==> config.mk <==
export PLATFORM = sky130hd
export DESIGN_NAME = pskslc_front_flat
export DESIGN_NICKNAME = d
export VERILOG_FILES = /design/src/hw/rtl/psk_symbol_slicer_phase_track_core_defines.svh /design/src/hw/rtl/pskslc_pkg.sv /design/src/hw/rtl/pskslc_if.sv /design/src/hw/rtl/pskslc_front.sv /design/src/flat_wrapper.sv
export SDC_FILE = /design/constraint.sdc
export NUM_CORES = 1
export LEC_CHECK = 0
export BUFFER_PORTS_ARGS = -buffer_cell sky130_fd_sc_hd__buf_2
export CORE_ASPECT_RATIO = 1.75
export CORE_MARGIN = 3
export CORE_UTILIZATION = 35
export DETAILED_ROUTE_END_ITERATION = 16
export PLACE_DENSITY_LB_ADDON = 0.1
export SLEW_MARGIN = 20
export SYNTH_ARGS = -nofsm -noshare
export SYNTH_HDL_FRONTEND = slang
export SYNTH_SLANG_ARGS = --single-unit
==> constraint.sdc <==
create_clock -name clk -period 8.7 [get_ports clk]
set_input_delay 1.74 -clock clk [delete_from_list [all_inputs] [get_ports clk]]
set_output_delay 1.74 -clock clk [all_outputs]
set_load 0.005 [all_outputs]
==> src/hw/rtl/psk_symbol_slicer_phase_track_core_defines.svh <==
// Assertion macros shared by the slicer RTL.
// Each macro expects clk and rst_n in scope.
`ifndef PSK_SYMBOL_SLICER_PHASE_TRACK_CORE_DEFINES_SVH
`define PSK_SYMBOL_SLICER_PHASE_TRACK_CORE_DEFINES_SVH

// Check a property on every rising clock edge outside reset.
`define PSK_ASSERT_CLK(lbl, prop, msg) \
    lbl: assert property (@(posedge clk) disable iff (!rst_n) (prop)) else $error(msg);

// Check that a condition is followed by an expression in the next clock cycle.
`define PSK_ASSERT_NEXT(lbl, cond, expr, msg) \
    lbl: assert property (@(posedge clk) disable iff (!rst_n) (cond) |=> (expr)) \
        else $error(msg);

`endif

==> src/hw/rtl/pskslc_pkg.sv <==
// ----------------------------------------------------------------------------
// pskslc_pkg
// Widths, constants, constellation and arctangent tables of the slicer.
// ----------------------------------------------------------------------------
package pskslc_pkg;

    localparam int SAMPLE_WIDTH   = 16;
    localparam int CHAN_W         = 16;
    localparam int FREQ_W         = 32;
    localparam int PE_W           = 16;
    localparam int GAIN_W         = 16;
    localparam int SPS_W          = 7;
    localparam int XW             = SAMPLE_WIDTH + 8;
    localparam int MW             = XW + 1;
    localparam int PW             = 2 * MW;
    localparam int DW             = 2 * XW + 2;
    localparam int VW             = XW + SAMPLE_WIDTH + 3;
    localparam int CORDIC_STAGES  = 14;
    localparam int ITER_W         = $clog2(CORDIC_STAGES);
    localparam int INV_GAIN       = 19898;
    localparam int CHAN_SHIFT     = 11;
    localparam int GAIN_SHIFT     = 15;

    localparam longint ONE_L  = longint'(1) << (SAMPLE_WIDTH - 2);
    localparam longint HALF_L = (ONE_L * 46341 + 32768) >>> 16;

    localparam logic signed [SAMPLE_WIDTH-1:0] PT_ONE  = SAMPLE_WIDTH'(ONE_L);
    localparam logic signed [SAMPLE_WIDTH-1:0] PT_HALF = SAMPLE_WIDTH'(HALF_L);
    localparam logic signed [SAMPLE_WIDTH-1:0] PT_ZERO = '0;

    localparam logic [1:0] MOD_ASK  = 2'd0;
    localparam logic [1:0] MOD_BPSK = 2'd1;
    localparam logic [1:0] MOD_QPSK = 2'd2;
    localparam logic [1:0] MOD_8PSK = 2'd3;

    localparam logic [1:0] CFG_MODULATION = 2'd0;
    localparam logic [1:0] CFG_TRACK      = 2'd1;
    localparam logic [1:0] CFG_SPS        = 2'd2;
    localparam logic [1:0] CFG_GAIN       = 2'd3;

    typedef struct packed {
        logic [1:0]        modulation;
        logic              phase_track;
        logic [SPS_W-1:0]  sps;
        logic [GAIN_W-1:0] gain;
    } cfg_t;

    typedef struct packed {
        logic signed [SAMPLE_WIDTH-1:0] sample_i;
        logic signed [SAMPLE_WIDTH-1:0] sample_q;
        logic signed [CHAN_W-1:0]       chan_i;
        logic signed [CHAN_W-1:0]       chan_q;
        logic                           first_symbol;
        logic signed [FREQ_W-1:0]       start_freq;
    } job_t;

    function automatic logic signed [15:0] atan_turn(input logic [ITER_W-1:0] i);
        logic signed [15:0] r;
        case (i)
            4'd0:    r = 16'sd8192;
            4'd1:    r = 16'sd4836;
            4'd2:    r = 16'sd2555;
            4'd3:    r = 16'sd1297;
            4'd4:    r = 16'sd651;
            4'd5:    r = 16'sd326;
            4'd6:    r = 16'sd163;
            4'd7:    r = 16'sd81;
            4'd8:    r = 16'sd41;
            4'd9:    r = 16'sd20;
            4'd10:   r = 16'sd10;
            4'd11:   r = 16'sd5;
            4'd12:   r = 16'sd3;
            4'd13:   r = 16'sd1;
            default: r = 16'sd0;
        endcase
        return r;
    endfunction

    // Angle position on the eighth-turn grid for point p of a mode.
    function automatic logic [2:0] grid_pos(input logic [1:0] m, input logic [2:0] p);
        logic [2:0] k;
        case (m)
            MOD_BPSK: k = {p[0], 2'b00};
            MOD_QPSK: k = {p[1:0], 1'b0};
            default:  k = p;
        endcase
        return k;
    endfunction

    function automatic logic signed [SAMPLE_WIDTH-1:0] point_x(input logic [1:0] m,
                                                               input logic [2:0] p);
        logic signed [SAMPLE_WIDTH-1:0] r;
        if (m == MOD_ASK)
        begin
            r = p[0] ? PT_ONE : PT_ZERO;
        end
        else
        begin
            case (grid_pos(m, p))
                3'd0:    r = PT_ONE;
                3'd1:    r = PT_HALF;
                3'd2:    r = PT_ZERO;
                3'd3:    r = -PT_HALF;
                3'd4:    r = -PT_ONE;
                3'd5:    r = -PT_HALF;
                3'd6:    r = PT_ZERO;
                default: r = PT_HALF;
            endcase
        end
        return r;
    endfunction

    function automatic logic signed [SAMPLE_WIDTH-1:0] point_y(input logic [1:0] m,
                                                               input logic [2:0] p);
        logic signed [SAMPLE_WIDTH-1:0] r;
        if (m == MOD_ASK)
        begin
            r = PT_ZERO;
        end
        else
        begin
            case (grid_pos(m, p))
                3'd0:    r = PT_ZERO;
                3'd1:    r = PT_HALF;
                3'd2:    r = PT_ONE;
                3'd3:    r = PT_HALF;
                3'd4:    r = PT_ZERO;
                3'd5:    r = -PT_HALF;
                3'd6:    r = -PT_ONE;
                default: r = -PT_HALF;
            endcase
        end
        return r;
    endfunction

endpackage

==> src/hw/rtl/pskslc_if.sv <==
// ----------------------------------------------------------------------------
// pskslc_if
// Sample and decision channels of the slicer, valid/ready handshake.
// ----------------------------------------------------------------------------
interface pskslc_in_if;
    logic                                       valid;
    logic                                       ready;
    logic signed [pskslc_pkg::SAMPLE_WIDTH-1:0] sample_i;
    logic signed [pskslc_pkg::SAMPLE_WIDTH-1:0] sample_q;
    logic signed [pskslc_pkg::CHAN_W-1:0]       chan_i;
    logic signed [pskslc_pkg::CHAN_W-1:0]       chan_q;
    logic                                       first_symbol;
    logic signed [pskslc_pkg::FREQ_W-1:0]       start_freq;

    modport source (output valid, sample_i, sample_q, chan_i, chan_q, first_symbol,
                    start_freq, input ready);
    modport sink (input valid, sample_i, sample_q, chan_i, chan_q, first_symbol,
                  start_freq, output ready);
endinterface


==> src/hw/rtl/pskslc_front.sv <==
// ----------------------------------------------------------------------------
// pskslc_front
// Accept sample requests and hold them in a two-entry queue for the engine.
// ----------------------------------------------------------------------------
module pskslc_front (
    input  logic          clk,
    input  logic          rst_n,
    pskslc_in_if.sink     sym_in,
    pskslc_in_if.source   job
);

    pskslc_pkg::job_t q_mem [2];
    logic             wr_ptr_reg;
    logic             rd_ptr_reg;
    logic [1:0]       count_reg;
    logic             push;
    logic             pop;
    pskslc_pkg::job_t in_job;
    pskslc_pkg::job_t head;

    assign sym_in.ready = (count_reg != 2'd2);
    assign push = sym_in.valid & sym_in.ready;
    assign pop  = job.valid & job.ready;

    always_comb
    begin
        in_job.sample_i     = sym_in.sample_i;
        in_job.sample_q     = sym_in.sample_q;
        in_job.chan_i       = sym_in.chan_i;
        in_job.chan_q       = sym_in.chan_q;
        in_job.first_symbol = sym_in.first_symbol;
        // keep the start frequency only for a burst start
        in_job.start_freq   = sym_in.first_symbol ? sym_in.start_freq : '0;
    end

    always_ff @(posedge clk)
    begin
        if (push)
        begin
            q_mem[wr_ptr_reg] <= in_job;
        end
    end

    always_ff @(posedge clk or negedge rst_n)
    begin
        if (!rst_n)
        begin
            wr_ptr_reg <= 1'b0;
            rd_ptr_reg <= 1'b0;
            count_reg  <= 2'd0;
        end
        else
        begin
            if (push)
            begin
                wr_ptr_reg <= ~wr_ptr_reg;
            end
            if (pop)
            begin
                rd_ptr_reg <= ~rd_ptr_reg;
            end
            if (push && !pop)
            begin
                count_reg <= count_reg + 2'd1;
            end
            else if (pop && !push)
            begin
                count_reg <= count_reg - 2'd1;
            end
        end
    end

    assign head = q_mem[rd_ptr_reg];

    assign job.valid        = (count_reg != 2'd0);
    assign job.sample_i     = head.sample_i;
    assign job.sample_q     = head.sample_q;
    assign job.chan_i       = head.chan_i;
    assign job.chan_q       = head.chan_q;
    assign job.first_symbol = head.first_symbol;
    assign job.start_freq   = head.start_freq;

endmodule

==> src/flat_wrapper.sv <==
// flat-port wrapper written by rule: the top's interface ports become plain ports
module pskslc_front_flat 
  (clk, rst_n, sym_in_valid, sym_in_sample_i, sym_in_sample_q, sym_in_chan_i, sym_in_chan_q, sym_in_first_symbol, sym_in_start_freq, sym_in_ready, job_valid, job_sample_i, job_sample_q, job_chan_i, job_chan_q, job_first_symbol, job_start_freq, job_ready);
  pskslc_in_if sym_in_i ();
  pskslc_in_if job_i ();
  input  logic clk;
  input  logic rst_n;
  input wire logic [$bits(sym_in_i.valid)-1:0] sym_in_valid;
  input wire logic [$bits(sym_in_i.sample_i)-1:0] sym_in_sample_i;
  input wire logic [$bits(sym_in_i.sample_q)-1:0] sym_in_sample_q;
  input wire logic [$bits(sym_in_i.chan_i)-1:0] sym_in_chan_i;
  input wire logic [$bits(sym_in_i.chan_q)-1:0] sym_in_chan_q;
  input wire logic [$bits(sym_in_i.first_symbol)-1:0] sym_in_first_symbol;
  input wire logic [$bits(sym_in_i.start_freq)-1:0] sym_in_start_freq;
  output wire logic [$bits(sym_in_i.ready)-1:0] sym_in_ready;
  output wire logic [$bits(job_i.valid)-1:0] job_valid;
  output wire logic [$bits(job_i.sample_i)-1:0] job_sample_i;
  output wire logic [$bits(job_i.sample_q)-1:0] job_sample_q;
  output wire logic [$bits(job_i.chan_i)-1:0] job_chan_i;
  output wire logic [$bits(job_i.chan_q)-1:0] job_chan_q;
  output wire logic [$bits(job_i.first_symbol)-1:0] job_first_symbol;
  output wire logic [$bits(job_i.start_freq)-1:0] job_start_freq;
  input wire logic [$bits(job_i.ready)-1:0] job_ready;
  assign sym_in_i.valid = sym_in_valid;
  assign sym_in_i.sample_i = sym_in_sample_i;
  assign sym_in_i.sample_q = sym_in_sample_q;
  assign sym_in_i.chan_i = sym_in_chan_i;
  assign sym_in_i.chan_q = sym_in_chan_q;
  assign sym_in_i.first_symbol = sym_in_first_symbol;
  assign sym_in_i.start_freq = sym_in_start_freq;
  assign sym_in_ready = sym_in_i.ready;
  assign job_valid = job_i.valid;
  assign job_sample_i = job_i.sample_i;
  assign job_sample_q = job_i.sample_q;
  assign job_chan_i = job_i.chan_i;
  assign job_chan_q = job_i.chan_q;
  assign job_first_symbol = job_i.first_symbol;
  assign job_start_freq = job_i.start_freq;
  assign job_i.ready = job_ready;
  pskslc_front u_core (.clk(clk), .rst_n(rst_n), .sym_in(sym_in_i), .job(job_i));
endmodule
; ---- Word level (Yosys, flattened, before mapping)
; Memory sizes are Yosys's and may differ from the RTL's.
; Cells that the tools add are included.
[classes]
n_addsub = 2
n_eq_ne = 1
mux = 5
bitwise_logic = 4
reduce_logical = 6
[op_table]
columns = cell, n
row1 = 32-bit 2-to-1 mux, 1
row2 = 2-bit 2-to-1 mux, 2
row3 = 2-bit nonzero test, 2
row4 = "2-bit by 1-bit adder with 2-bit output, second input constant", 1
row5 = 1-bit bitwise AND, 2
row6 = 1-bit logical AND, 2
row7 = 1-bit logical NOT, 2
row8 = 1-bit 2-to-1 mux, 2
row9 = "2-bit inequality test, second input constant", 1
row10 = 1-bit inverter, 2
row11 = "2-bit by 1-bit subtractor with 2-bit output, second input constant", 1
[word_totals]
ff_bits = 4
ram_bits = 194
in_bits = 101
n_memories = 1
[mem_list]
columns = memory, depth, width, read_ports, rd_ports_with_merged_regs, write_ports, line
row1 = u_core.q_mem, 2, 97, 1, 0, 1, pskslc_front.sv:12  ; pskslc_pkg::job_t q_mem [2];

; ---- Logic depth before layout (Yosys ltp)
[logic_depth]
depth_word = 6
depth_mapped = 7
ltp_nobuf = 7

; ---- Least setup slack after synthesis
; No wires, ideal clock.
[synth_timing]
kind = input to register
from = input port sym_in_valid
to = memory u_core.q_mem[0][0] (netlist name), enable pin
t_arrival_ns = 5.868
slack_ns = 2.279
cell_stages = 2
cell_sequence = nand2_1 > nor2_1
[synth_between]
elab_chain_len = 3
[synth_rtl]
columns = item, line
row1 = "start, declared", flat_wrapper.sv:8  ; input wire logic [$bits(sym_in_i.valid)-1:0] sym_in_valid;
row2 = 1-bit bitwise AND, pskslc_front.sv:22  ; assign push = sym_in.valid & sym_in.ready;
row3 = 1-bit 2-to-1 mux, pskslc_front.sv:38  ; if (push)
row4 = 1-bit 2-to-1 mux (implied by the code), pskslc_front.sv:40  ; q_mem[wr_ptr_reg] <= in_job;
row5 = "end, declared", pskslc_front.sv:12
; Every way passes these cells.

; ---- Worst setup path in the final report
[layout_timing]
from = register u_core.rd_ptr_reg
to = output port job_chan_i[5]
[layout_between]
elab_chain_len = 1
[layout_rtl]
columns = item, line
row1 = "start, declared", pskslc_front.sv:14  ; logic rd_ptr_reg;
row2 = "start signal, assigned", pskslc_front.sv:60  ; rd_ptr_reg <= ~rd_ptr_reg;
row3 = memory 2 x 97 bit, -
row4 = "end, declared", flat_wrapper.sv:19  ; output wire logic [$bits(job_i.chan_i)-1:0] job_chan_i;
; Every way passes these cells.

==> metrics.yaml <==
status: "finished, final reports clean"
drv_cap: 0
tns_ns: 0
layout_common_cells: "199 x buf_2, 194 x edfxtp_1, 77 x mux2_2, 32 x and2_1, 20 x mux2_4"
cts_tree: "yes"
die_area_um2: 23230
grt_max_degree: 59
pin_count: 200
cp_max_fo: 58
setup_viol: 0
post-cts-setup-buffers: 0
post-dp-hpwl_um: 10110
crit_slowest_cell: "dfrtp_4"
yosysWarnings: 0
grt_usage: 0.1328
overflow: 0
finalCriticalPeriod_ns: 4.408
drt_iter0_drc: 195
fmax_mhz: 226.9
cts-resized-gates: 0
cts_buffers: 17
die_w_um: 116.5
via_count: 3843
endpoint_kind: "primary output"
drive_gt1_frac: 0.5712
nFillCells: 1895
cts_root_buf: "clkbuf_16"
hold_violations: 0
min-delay-start: "u_core.count_reg[1]"
relSlewSlack: 0.4297
cpLargestDelayFamily: "buffers and inverters"
fin_crit_sh: 0.5067
required_ns: 6.96
layout_commonest_cell: "buf_2"
core_area_um2: 20930
numPortBuffers: 199
yosysSeqAreaShare: 0.7924
largest_register_ffs: 194
drt-vias-per-instance: 4.636
cts_htree_levels: 4
gp_congestion: 0.7396
grt_pass1_wl_um: 22270
clock_sinks: 198
clk_path_buf_depth: 2
antenna_found_initial: 2
fin_util: 0.4440
grt_pass1_vias: 4092
synth-seq-cells: 198
yosysUniqueCellTypes: 17
synth_cells: 355
drc_errors: 0
ff2ff_path_depth: 5
drt-pass1-iter-count: 4
critical_path_buf_inv_count: 2
wirelength_um: 15540
cp.depth: 3
crit_path_cell_trace: "buf_4, mux2_2, buf_2"
start_util: 0.3573
reg2reg_from: "u_core.count_reg[0]"
drtAntennaViolNets: 0
avgSynthCellArea_um2: 21.07
syn2layout_area_growth_pct: 24.28
power.leakage_nw: 3.536
rsz0062_at_grt: "no"
powerDensity_nw_per_um2: 317.2
hold_path_end: "u_core.count_reg[1]"
nets: 665
stdcell_count: 829
regToRegEndpoint: "u_core.q_mem[0][9]"
rows: 70
finClkSkew_ns: 0.005661
wl_per_cell_um: 18.75
min_path_cells: 1
worstHoldPathType: "reg2reg"
finalMaxSlewViolations: 0
path_clk_slew_ns: 0.06
numPlacedInstances: 796
syn_area_um2: 7478
peakVddDrop_mv: 0.1801
crit_arrival_ns: 2.67
cts_hold_buf: 0
synth_nets: 457
r2r_setup_slack_ns: 6.21
path_class: "reg2out"
tightest_slew_ns: 0.8554
worst_skew_pair.late_latency_ns: 0.43
cpPeakStageDelay_ns: 0.83
cp-start-kind: "flip-flop"
die_h_um: 199.4
## cell families (layout without fill, tap and decap cells)
family,count (synthesis),in the layout,share of synthesized area
XOR/XNOR,5,5,0.005857
adder cells (fa/ha/maj),1,1,0.001673
buffers and inverters,15,236,0.01271
flip-flops,198,198,0.7924
multiplexers,97,97,0.1561
other,0,1,0
AND/OR/NAND/NOR,39,39,0.03129
## cells in the mapped netlist
| library cell | number | area share |
|---|---|---|
| buf_2 | 7 | 0.0047 |
| xor2_1 | 2 | 0.0023 |
| edfxtp_1 | 194 | 0.78 |
| clkbuf_1 | 3 | 0.0015 |
| inv_1 | 1 | 0.00050 |
| nand2_1 | 2 | 0.0010 |
| buf_6 | 4 | 0.0060 |
| ha_1 | 1 | 0.0017 |
| nand2b_1 | 1 | 0.00084 |
| mux2_4 | 20 | 0.040 |
| and3_1 | 1 | 0.00084 |
| mux2_2 | 77 | 0.12 |
| and2_1 | 32 | 0.027 |
| nor2_1 | 2 | 0.0010 |
| dfrtp_1 | 4 | 0.013 |
| or2_2 | 1 | 0.00084 |
| xnor2_1 | 3 | 0.0035 |
## per-layer routing
metal	share of wire	global-route usage	up-vias	routed length (µm)
met5	0.00084	0	-	13
met4	0.027	0.06022	2	426
met3	0.063	0.04818	23	985
met2	0.53	0.2297	133	8297
met1	0.37	0.1431	1897	5820
li1	-	-	1788	-
## worst max path at each step
stage,start,endpoint,slack [ns]
after floorplan,sym_in_valid,u_core.q_mem[0][0],2.28
after global routing,u_core.rd_ptr_reg,job_chan_i[5],4.15
after global placement,u_core.rd_ptr_reg,job_start_freq[13],4.71
final,u_core.rd_ptr_reg,job_chan_i[5],4.29
after CTS,u_core.rd_ptr_reg,job_start_freq[13],4.19
after detailed placement,u_core.rd_ptr_reg,job_start_freq[13],4.66
## area by class of cell
class	instances	area, µm²	area share
multi-input cells	142	1470	0.1582
diodes	1	2.502	0.0002693
repair buffers	203	1026	0.1104
clock inverters	13	113.9	0.01225
inverters	1	3.754	0.0004039
flip-flops and latches	198	5929	0.6380
well taps	252	315.3	0.03393
clock buffers	19	432.9	0.04658
## where the power goes
group	total, mW	switching, mW	internal, mW
logic	0.803	0.386	0.418
registers	1.40	0.0946	1.31
clock network	0.740	0.324	0.416
total	2.95	0.805	2.14
## stage by stage
step	hold slack (ns)	power [mW]	worst slack [ns]	instance area (µm²)
2_1_floorplan	0.4559	1.924	2.279	7478
3_3_place_gp	0.4769	2.244	4.707	8745
3_5_place_dp	0.4979	2.265	4.659	8745
4_1_cts	0.5083	3.014	4.194	9291
5_1_grt	0.5391	3.108	4.147	9294
6_report	0.5081	2.948	4.292	9294
(Power assumes the default switching activity.)
